--- config.mk ---
export PLATFORM = sky130hd
export DESIGN_NAME = utf8_to_utf16_decoder_core_flat
export DESIGN_NICKNAME = d
export VERILOG_FILES = /design/src/rtl/u8u16_pkg.sv /design/src/rtl/u8u16_req_if.sv /design/src/rtl/u8u16_rsp_if.sv /design/src/rtl/u8u16_front.sv /design/src/rtl/u8u16_queue.sv /design/src/rtl/u8u16_back.sv /design/src/rtl/utf8_to_utf16_decoder_core.sv /design/src/flat_wrapper.sv
export SDC_FILE = /design/constraint.sdc
export NUM_CORES = 1
export LEC_CHECK = 0
export ABC_AREA = 0
export BUFFER_PORTS_ARGS = -buffer_cell sky130_fd_sc_hd__buf_2
export CORE_ASPECT_RATIO = 0.6
export CORE_UTILIZATION = 43
export DETAILED_ROUTE_END_ITERATION = 8
export PLACE_DENSITY_LB_ADDON = 0.3
export SLEW_MARGIN = 40
export SYNTH_ARGS = -nofsm -noshare
export SYNTH_HDL_FRONTEND = slang
export SYNTH_SLANG_ARGS = --single-unit
export TNS_END_PERCENT = 5
--- constraint.sdc ---
create_clock -name clock -period 8.22 [get_ports clock]
set_clock_uncertainty 0.2 [all_clocks]
set_input_delay 0.411 -clock clock [delete_from_list [all_inputs] [get_ports clock]]
set_output_delay 0.411 -clock clock [all_outputs]
set_load 0.01 [all_outputs]
--- src/rtl/u8u16_pkg.sv ---
// Package for the UTF-8 to UTF-16 decoder core.
// Holds the queue entry type, its kind codes and the fixed field widths.
// No dependencies.
package u8u16_pkg;

   localparam int BYTE_W   = 8;
   localparam int UNIT_W   = 16;
   localparam int SCALAR_W = 21;
   localparam int TOTAL_W  = 16;
   localparam int QUEUE_DEPTH = 2;

   localparam logic [1:0] KIND_NONE  = 2'd0;
   localparam logic [1:0] KIND_UNIT  = 2'd1;
   localparam logic [1:0] KIND_PAIR  = 2'd2;
   localparam logic [1:0] KIND_ERROR = 2'd3;

   localparam logic [SCALAR_W-1:0] MIN_TWO_BYTE   = 21'h00080;
   localparam logic [SCALAR_W-1:0] MIN_THREE_BYTE = 21'h00800;
   localparam logic [SCALAR_W-1:0] MIN_FOUR_BYTE  = 21'h10000;
   localparam logic [SCALAR_W-1:0] MAX_SCALAR     = 21'h10FFFF;
   localparam logic [SCALAR_W-1:0] SURR_FIRST     = 21'h0D800;
   localparam logic [SCALAR_W-1:0] SURR_END       = 21'h0E000;
   localparam logic [UNIT_W-1:0]   HIGH_SURR_BASE = 16'hD800;
   localparam logic [UNIT_W-1:0]   LOW_SURR_BASE  = 16'hDC00;

   typedef struct packed {
      logic [1:0]          kind;
      logic [SCALAR_W-1:0] scalar;
      logic                done;
      logic [TOTAL_W-1:0]  total_first;
      logic [TOTAL_W-1:0]  total_second;
   } entry_type;

   typedef struct packed {
      logic      valid;
      entry_type entry;
   } head_type;

endpackage

--- src/rtl/u8u16_req_if.sv ---
// Request channel of the UTF-8 to UTF-16 decoder: one UTF-8 byte per transaction.
// Depends on nothing.
interface u8u16_req_if;
   logic       valid;
   logic       ready;
   logic [7:0] in_byte;
   logic       last_byte;

   modport source (output valid, output in_byte, output last_byte, input ready);
   modport sink   (input valid, input in_byte, input last_byte, output ready);
endinterface

--- src/rtl/u8u16_rsp_if.sv ---
// Response channel of the UTF-8 to UTF-16 decoder: one UTF-16 unit per transaction.
// Depends on nothing.
interface u8u16_rsp_if;
   logic        valid;
   logic        ready;
   logic [15:0] code_unit;
   logic        is_error;
   logic        run_last;
   logic        string_done;
   logic [15:0] unit_total;

   modport source (output valid, output code_unit, output is_error, output run_last,
                   output string_done, output unit_total, input ready);
   modport sink   (input valid, input code_unit, input is_error, input run_last,
                   input string_done, input unit_total, output ready);
endinterface

--- src/rtl/u8u16_front.sv ---
// Front end: byte classification, sequence assembly, validity checks and unit count.
// Pushes one queue entry per byte that yields results. Depends on u8u16_pkg.
module u8u16_front #(
   parameter int COUNT_WIDTH = 16
) (
   input  logic                   clock,
   input  logic                   reset,
   input  logic                   accept,
   input  logic [7:0]             in_byte,
   input  logic                   last_byte,
   output logic                   push,
   output u8u16_pkg::entry_type   push_entry
);

   logic [u8u16_pkg::SCALAR_W-1:0] partial_ff, partial_in;
   logic [1:0]                     remaining_ff, remaining_in;
   logic [1:0]                     length_ff, length_in;
   logic                           error_ff, error_in;
   logic [COUNT_WIDTH-1:0]         count_ff, count_in;

   logic [COUNT_WIDTH-1:0]         count_one, count_two;
   logic [u8u16_pkg::SCALAR_W-1:0] gathered;
   logic [1:0]                     kind;
   logic [u8u16_pkg::SCALAR_W-1:0] scalar;

   assign count_one = (count_ff == {COUNT_WIDTH{1'b1}}) ? count_ff
                      : COUNT_WIDTH'(count_ff + 1'b1);
   assign count_two = (count_one == {COUNT_WIDTH{1'b1}}) ? count_one
                      : COUNT_WIDTH'(count_one + 1'b1);
   assign gathered  = {partial_ff[u8u16_pkg::SCALAR_W-7:0], in_byte[5:0]};

   always_comb begin
      partial_in   = partial_ff;
      remaining_in = remaining_ff;
      length_in    = length_ff;
      error_in     = error_ff;
      count_in     = count_ff;
      kind         = u8u16_pkg::KIND_NONE;
      scalar       = '0;

      if (!error_ff) begin
         if (remaining_ff == 2'd0) begin
            priority if (in_byte[7] == 1'b0) begin
               kind   = u8u16_pkg::KIND_UNIT;
               scalar = {13'd0, in_byte};
            end else if (in_byte[7:6] == 2'b10) begin
               error_in = 1'b1;
            end else if (in_byte[7:5] == 3'b110) begin
               partial_in   = {16'd0, in_byte[4:0]};
               remaining_in = 2'd1;
               length_in    = 2'd1;
            end else if (in_byte[7:4] == 4'b1110) begin
               partial_in   = {17'd0, in_byte[3:0]};
               remaining_in = 2'd2;
               length_in    = 2'd2;
            end else if (in_byte[7:3] == 5'b11110) begin
               partial_in   = {18'd0, in_byte[2:0]};
               remaining_in = 2'd3;
               length_in    = 2'd3;
            end else begin
               error_in = 1'b1;
            end
         end else if (in_byte[7:6] != 2'b10) begin
            error_in = 1'b1;
         end else begin
            partial_in   = gathered;
            remaining_in = remaining_ff - 2'd1;
            if (remaining_ff == 2'd1) begin
               scalar = gathered;
               unique case (length_ff)
                  2'd1: begin
                     if (gathered < u8u16_pkg::MIN_TWO_BYTE) error_in = 1'b1;
                     else kind = u8u16_pkg::KIND_UNIT;
                  end
                  2'd2: begin
                     if (gathered < u8u16_pkg::MIN_THREE_BYTE ||
                         (gathered >= u8u16_pkg::SURR_FIRST &&
                          gathered < u8u16_pkg::SURR_END)) error_in = 1'b1;
                     else kind = u8u16_pkg::KIND_UNIT;
                  end
                  default: begin
                     if (gathered < u8u16_pkg::MIN_FOUR_BYTE ||
                         gathered > u8u16_pkg::MAX_SCALAR) error_in = 1'b1;
                     else kind = u8u16_pkg::KIND_PAIR;
                  end
               endcase
               partial_in = '0;
               length_in  = 2'd0;
            end
         end
      end

      unique case (kind)
         u8u16_pkg::KIND_UNIT: count_in = count_one;
         u8u16_pkg::KIND_PAIR: count_in = count_two;
         default:              count_in = count_ff;
      endcase

      push_entry.kind         = kind;
      push_entry.scalar       = scalar;
      push_entry.done         = 1'b0;
      push_entry.total_first  = u8u16_pkg::TOTAL_W'(count_one);
      push_entry.total_second = u8u16_pkg::TOTAL_W'(count_two);

      if (last_byte) begin
         if (remaining_in != 2'd0) error_in = 1'b1;
         if (error_in) begin
            push_entry.kind         = u8u16_pkg::KIND_ERROR;
            push_entry.scalar       = '0;
            push_entry.total_first  = u8u16_pkg::TOTAL_W'(count_ff);
            push_entry.total_second = u8u16_pkg::TOTAL_W'(count_ff);
         end
         push_entry.done = 1'b1;
         partial_in   = '0;
         remaining_in = 2'd0;
         length_in    = 2'd0;
         error_in     = 1'b0;
         count_in     = '0;
      end else if (error_in) begin
         partial_in   = '0;
         remaining_in = 2'd0;
         length_in    = 2'd0;
      end

      push = accept && (last_byte || kind != u8u16_pkg::KIND_NONE);
   end

   always_ff @(posedge clock) begin
      if (reset) begin
         partial_ff   <= '0;
         remaining_ff <= 2'd0;
         length_ff    <= 2'd0;
         error_ff     <= 1'b0;
         count_ff     <= '0;
      end else if (accept) begin
         partial_ff   <= partial_in;
         remaining_ff <= remaining_in;
         length_ff    <= length_in;
         error_ff     <= error_in;
         count_ff     <= count_in;
      end
   end

endmodule

--- src/rtl/u8u16_queue.sv ---
// Two-entry queue between front and back end of the decoder.
// Depends on u8u16_pkg.
module u8u16_queue (
   input  logic                 clock,
   input  logic                 reset,
   input  logic                 push,
   input  u8u16_pkg::entry_type push_entry,
   input  logic                 pop,
   output logic                 full,
   output u8u16_pkg::head_type  head
);

   u8u16_pkg::entry_type slot_ff [u8u16_pkg::QUEUE_DEPTH];
   logic       wr_ptr_ff, wr_ptr_in;
   logic       rd_ptr_ff, rd_ptr_in;
   logic [1:0] fill_ff, fill_in;
   logic       do_push, do_pop;

   assign full       = (fill_ff == 2'(u8u16_pkg::QUEUE_DEPTH));
   assign do_push    = push && !full;
   assign do_pop     = pop && (fill_ff != 2'd0);
   assign head.valid = (fill_ff != 2'd0);
   assign head.entry = slot_ff[rd_ptr_ff];

   always_comb begin
      wr_ptr_in = do_push ? ~wr_ptr_ff : wr_ptr_ff;
      rd_ptr_in = do_pop ? ~rd_ptr_ff : rd_ptr_ff;
      fill_in   = fill_ff;
      if (do_push && !do_pop) fill_in = fill_ff + 2'd1;
      if (!do_push && do_pop) fill_in = fill_ff - 2'd1;
   end

   always_ff @(posedge clock) begin
      if (do_push) slot_ff[wr_ptr_ff] <= push_entry;
   end

   always_ff @(posedge clock) begin
      if (reset) begin
         wr_ptr_ff <= 1'b0;
         rd_ptr_ff <= 1'b0;
         fill_ff   <= 2'd0;
      end else begin
         wr_ptr_ff <= wr_ptr_in;
         rd_ptr_ff <= rd_ptr_in;
         fill_ff   <= fill_in;
      end
   end

endmodule

--- src/rtl/u8u16_back.sv ---
// Back end: expands queue entries into UTF-16 units, splits surrogate pairs,
// and holds the registered response. Depends on u8u16_pkg and u8u16_rsp_if.
module u8u16_back (
   input  logic                clock,
   input  logic                reset,
   input  u8u16_pkg::head_type head,
   output logic                pop,
   u8u16_rsp_if.source         rsp_chan
);

   logic        valid_ff, valid_in;
   logic        half_ff, half_in;
   logic [15:0] unit_ff, unit_in;
   logic        error_ff, error_in;
   logic        run_last_ff, run_last_in;
   logic        done_ff, done_in;
   logic [15:0] total_ff, total_in;

   logic        load;
   logic [20:0] offset;

   assign load   = !valid_ff || rsp_chan.ready;
   assign offset = head.entry.scalar - u8u16_pkg::MIN_FOUR_BYTE;

   always_comb begin
      valid_in    = valid_ff;
      half_in     = half_ff;
      unit_in     = unit_ff;
      error_in    = error_ff;
      run_last_in = run_last_ff;
      done_in     = done_ff;
      total_in    = total_ff;
      pop         = 1'b0;
      if (load) begin
         valid_in = head.valid;
         if (head.valid) begin
            error_in    = 1'b0;
            run_last_in = 1'b1;
            done_in     = head.entry.done;
            total_in    = head.entry.total_first;
            unique case (head.entry.kind)
               u8u16_pkg::KIND_PAIR: begin
                  if (!half_ff) begin
                     unit_in     = u8u16_pkg::HIGH_SURR_BASE | {6'd0, offset[19:10]};
                     run_last_in = 1'b0;
                     done_in     = 1'b0;
                     half_in     = 1'b1;
                  end else begin
                     unit_in  = u8u16_pkg::LOW_SURR_BASE | {6'd0, offset[9:0]};
                     total_in = head.entry.total_second;
                     half_in  = 1'b0;
                     pop      = 1'b1;
                  end
               end
               u8u16_pkg::KIND_ERROR: begin
                  unit_in  = '0;
                  error_in = 1'b1;
                  pop      = 1'b1;
               end
               default: begin
                  unit_in = head.entry.scalar[15:0];
                  pop     = 1'b1;
               end
            endcase
         end
      end
   end

   always_ff @(posedge clock) begin
      if (reset) begin
         valid_ff <= 1'b0;
         half_ff  <= 1'b0;
      end else begin
         valid_ff <= valid_in;
         half_ff  <= half_in;
      end
   end

   always_ff @(posedge clock) begin
      unit_ff     <= unit_in;
      error_ff    <= error_in;
      run_last_ff <= run_last_in;
      done_ff     <= done_in;
      total_ff    <= total_in;
   end

   assign rsp_chan.valid       = valid_ff;
   assign rsp_chan.code_unit   = unit_ff;
   assign rsp_chan.is_error    = error_ff;
   assign rsp_chan.run_last    = run_last_ff;
   assign rsp_chan.string_done = done_ff;
   assign rsp_chan.unit_total  = total_ff;

endmodule

--- src/rtl/utf8_to_utf16_decoder_core.sv ---
// UTF-8 to UTF-16 decoder core: top level.
// Depends on u8u16_pkg, u8u16_req_if, u8u16_rsp_if, u8u16_front, u8u16_queue, u8u16_back.
//
// Usage:
//   req_chan carries one UTF-8 byte per transaction, with last_byte marking the
//   end of a string. rsp_chan carries one UTF-16 unit per transaction, with
//   is_error, run_last, string_done and the running unit_total.
//   The front end accepts one byte per cycle while the queue is not full. Each
//   result is registered in a queue entry and then in the response register.
//   The back end sends one unit per cycle while rsp_chan is ready, so a
//   four-byte sequence (surrogate pair) holds it for both units; the queue then
//   fills and req_chan.ready drops for one cycle when the next byte that yields
//   a transaction follows at once. Malformed strings give no units after the
//   fault; the last byte then gives one error transaction. Every string ends
//   with a transaction that has string_done set.
//   When rsp_chan stalls, the response register holds and the queue fills;
//   req_chan.ready drops once both queue entries are in use.
//   Synchronous reset clears the decoding state, the queue and the response
//   valid and holds req_chan.ready low; the first byte may be taken in the
//   cycle after reset falls.
module utf8_to_utf16_decoder_core #(
   parameter int COUNT_WIDTH = 16
) (
   input  logic        clock,
   input  logic        reset,
   u8u16_req_if.sink   req_chan,
   u8u16_rsp_if.source rsp_chan
);

   logic                 full;
   logic                 accept;
   logic                 push;
   logic                 pop;
   u8u16_pkg::entry_type push_entry;
   u8u16_pkg::head_type  head;

   assign req_chan.ready = !full && !reset;
   assign accept         = req_chan.valid && req_chan.ready;

   u8u16_front #(
      .COUNT_WIDTH (COUNT_WIDTH)
   ) u_front (
      .clock      (clock),
      .reset      (reset),
      .accept     (accept),
      .in_byte    (req_chan.in_byte),
      .last_byte  (req_chan.last_byte),
      .push       (push),
      .push_entry (push_entry)
   );

   u8u16_queue u_queue (
      .clock      (clock),
      .reset      (reset),
      .push       (push),
      .push_entry (push_entry),
      .pop        (pop),
      .full       (full),
      .head       (head)
   );

   u8u16_back u_back (
      .clock    (clock),
      .reset    (reset),
      .head     (head),
      .pop      (pop),
      .rsp_chan (rsp_chan)
   );

endmodule

--- src/flat_wrapper.sv ---
// flat-port wrapper written by rule: the top's interface ports become plain ports
module utf8_to_utf16_decoder_core_flat 
#(
   parameter int COUNT_WIDTH = 16
)
  (clock, reset, req_chan_valid, req_chan_in_byte, req_chan_last_byte, req_chan_ready, rsp_chan_valid, rsp_chan_code_unit, rsp_chan_is_error, rsp_chan_run_last, rsp_chan_string_done, rsp_chan_unit_total, rsp_chan_ready);
  u8u16_req_if req_chan_i ();
  u8u16_rsp_if rsp_chan_i ();
  input  logic clock;
  input  logic reset;
  input wire logic [$bits(req_chan_i.valid)-1:0] req_chan_valid;
  input wire logic [$bits(req_chan_i.in_byte)-1:0] req_chan_in_byte;
  input wire logic [$bits(req_chan_i.last_byte)-1:0] req_chan_last_byte;
  output wire logic [$bits(req_chan_i.ready)-1:0] req_chan_ready;
  output wire logic [$bits(rsp_chan_i.valid)-1:0] rsp_chan_valid;
  output wire logic [$bits(rsp_chan_i.code_unit)-1:0] rsp_chan_code_unit;
  output wire logic [$bits(rsp_chan_i.is_error)-1:0] rsp_chan_is_error;
  output wire logic [$bits(rsp_chan_i.run_last)-1:0] rsp_chan_run_last;
  output wire logic [$bits(rsp_chan_i.string_done)-1:0] rsp_chan_string_done;
  output wire logic [$bits(rsp_chan_i.unit_total)-1:0] rsp_chan_unit_total;
  input wire logic [$bits(rsp_chan_i.ready)-1:0] rsp_chan_ready;
  assign req_chan_i.valid = req_chan_valid;
  assign req_chan_i.in_byte = req_chan_in_byte;
  assign req_chan_i.last_byte = req_chan_last_byte;
  assign req_chan_ready = req_chan_i.ready;
  assign rsp_chan_valid = rsp_chan_i.valid;
  assign rsp_chan_code_unit = rsp_chan_i.code_unit;
  assign rsp_chan_is_error = rsp_chan_i.is_error;
  assign rsp_chan_run_last = rsp_chan_i.run_last;
  assign rsp_chan_string_done = rsp_chan_i.string_done;
  assign rsp_chan_unit_total = rsp_chan_i.unit_total;
  assign rsp_chan_i.ready = rsp_chan_ready;
  utf8_to_utf16_decoder_core #(.COUNT_WIDTH(COUNT_WIDTH)) u_core (.clock(clock), .reset(reset), .req_chan(req_chan_i), .rsp_chan(rsp_chan_i));
endmodule
==> results_dict.tcl <==
set metrics [dict create \
    h-tree-depth 4 \
    whs_ps 39.6 \
    ctsResizeCount 0 \
    grt_pass1_vias 5615 \
    cts_buffers 17 \
    status "finished clean" \
    worst_pin_slew_ps 801 \
    seq_area_frac_synth_pct 58.2 \
    fin_nets 819 \
    final-setup-viol-count 0 \
    ant_nets 0 \
    cts.sinks 188 \
    area.growth.synth_to_final_pct 12.1 \
    num_rows 40 \
    period_needed_ps 4840 \
    antenna_found_initial 0 \
    grtUsageTotal_pct 20.7 \
    layout_commonest_cell "edfxtp_1" \
    postCtsHoldBufs 0 \
    dp.cells 1052 \
    wl_um 21400 \
    port-buffer-count 49 \
    drtIter0Drc 649 \
    start_util_pct 44.3 \
    worstPathRequired_ps 8360 \
    crit_fanout 15 \
    most-common-layout-cells "edfxtp_1 (145), nand2_1 (70), buf_2 (49), a21oi_1 (47), o21ai_0 (46)" \
    setup_ws_ps 3380 \
    place_ws_ps 3520 \
    synth-edff-count 145 \
    ioPinCount 50 \
    peakVddDrop_mv 0.139 \
    syn_area_per_cell_um2 11.8 \
    rsz0062_at_grt "false" \
    die_y_um 114 \
    drt_first_pass_iters 5 \
    clk_pin_slew_ps 70 \
    ys_types 67 \
    ys.flop_type "edfxtp_1" \
    hold_class "input port to register" \
    wire_per_inst_um 19.8 \
    vias 6392 \
    period_share_pct 58.9 \
    route.detailed.drc 0 \
    end_kind "register" \
    drive_gt1_share_pct 16.2 \
    maxCapViolations 0 \
    core-area_um2 20200 \
    grt_pass1_wl_um 33100 \
    async_reset_ff_share_pct 0 \
    cts_setup_buffers 0 \
    grt-ovfl-total 0 \
    p_per_area_nw_per_um2 246 \
    slew_violations 0 \
    cts_root_buffer "clkbuf_16" \
    max_slew_margin_pct 45.0 \
    hold_viol 0 \
    syn-cell-area_um2 8960 \
    fmax_mhz 207 \
    dp_hpwl_um 14800 \
    clock_latency_ps 440 \
    crit_type "register to register" \
    finalSetupTns_ps 0 \
    leakagePower_nw 3.36 \
    viasPerCell 5.90 \
    synth_seq_cells 188 \
    tritoncts "done" \
    cp-start-kind "register" \
    synth_nets 783 \
    dpl-instance-area_um2 9490 \
    antenna_cells 0 \
    yosysWarnings 0 \
    instances_no_fill 1084 \
    crit_arrival_ps 4980 \
    synthesis.instances 762 \
    place.gp.congestion 0.918 \
    stdcell_area_um2 10100 \
    cts_max_path_buffers 2 \
    die_w_um 188 \
    grt_max_degree 56 \
    die_area_um2 21400 \
]
==> worst paths after layout <==
check	start	end	slack (ps)	cells after the start
setup / recovery	u_core.u_front.count_ff[0]	u_core.u_front.count_ff[2]	3380	13
hold / removal	req_chan_in_byte[1]	u_core.u_front.partial_ff[1]	40	3
hold reg to reg	u_core.u_front.partial_ff[10]	u_core.u_front.partial_ff[10]	280	2
setup reg to reg	u_core.u_front.count_ff[0]	u_core.u_front.count_ff[2]	3380	13
==> cells by family (layout without fill, tap and decap cells) <==
family,after synthesis,count (layout),synth area share (%)
and+or+nand+nor,254,254,14.8
DFF,188,188,58.2
AOI/OAI and AO/OA,168,168,11.8
buffers and inverters,62,111,3.13
muxes,51,51,8.00
xor gates and xnor gates,31,31,3.03
adders and majority gates,8,8,1.12
==> layout make-up <==
cell class | instances | area [um^2]
Inverter | 19 | 71.3
Clock buffer | 19 | 433
Tap cell | 273 | 342
Multi-Input combinational cell | 512 | 3530
Sequential cell | 188 | 5220
Timing Repair Buffer | 60 | 328
Fill cell | 1805 | 10200
Clock inverter | 13 | 130
==> sequential cells by signal, indices dropped and copies added (netlist names), named ones only <==
name and count:
u_core.u_queue.fill_ff 2, u_core.u_back.rsp_chan.valid 1, u_core.u_back.rsp_chan.code_unit 16, u_core.u_front.error_ff 1
u_core.u_front.count_ff 16, u_core.u_back.half_ff 1, u_core.u_queue.wr_ptr_ff 1, u_core.u_back.rsp_chan.string_done 1
u_core.u_front.length_ff 2, u_core.u_queue.rd_ptr_ff 1, u_core.u_back.rsp_chan.unit_total 16, u_core.u_front.remaining_ff 2
u_core.u_back.rsp_chan.run_last 1, u_core.u_queue.slot_ff 110, u_core.u_back.rsp_chan.is_error 1, u_core.u_front.partial_ff 15
==> through the flow <==
stage | utilization (%) | power, mW
floorplan | - | 1.53
global placement | 46.8 | 1.70
detailed placement | 46.9 | 1.71
CTS | 49.7 | 2.50
global route | 49.7 | 2.57
finish | 49.7 | 2.47
==> report_power, final <==
group | switching, mW | internal (mW) | total (mW) | leakage [nW]
Clock | 0.394 | 0.402 | 0.796 | 0.271
Sequential | 0.0304 | 1.17 | 1.20 | 1.72
Combinational | 0.305 | 0.174 | 0.479 | 1.37
Total | 0.729 | 1.75 | 2.47 | 3.36
==> metal layers <==
metal  global-route usage (%)  part of all wire (%)  routed length [um]  vias up
met5                        0                     0                   0        -
met4                     5.54                  0.93                 200        0
met3                     4.89                   9.7                2080       13
met2                     26.1                    37                7980      281
met1                     34.1                    52               11200     3136
li1                         -                     -                   -     2962
==> critical path, stage by stage (launching register included) <==
cell and delay, ps:
dfxtp_1 580, ha_1 390, nand3_4 200, nor4_1 420, buf_4 250, nand2_1 90
nand2_1 120, ha_1 260, o311a_1 320, o311a_1 340, nand4_1 630, a31o_1 470
a31o_1 210, mux2_2 250
==> Yosys cell counts (all sizes together), types with 8 or more instances <==
library cell / number / share of area (%)
o22ai: 13 / 0.91
nand2: 70 / 2.9
or3: 10 / 0.70
and3: 8 / 0.56
nor3: 13 / 0.73
a31oi: 15 / 1.0
nand4: 13 / 1.1
dfxtp: 43 / 9.6
nor4: 14 / 1.1
xnor2: 25 / 2.4
nand3: 32 / 1.9
mux4: 16 / 4.0
nor2: 41 / 1.7
mux2i: 30 / 3.4
nand2b: 11 / 0.77
edfxtp: 145 / 49
clkbuf: 22 / 0.95
and2: 24 / 1.7
o21ai: 47 / 2.7
ha: 8 / 1.1
a21oi: 49 / 2.7
buf: 21 / 1.4
inv: 18 / 0.75
Note: power is estimated with default switching activity, not from simulation.
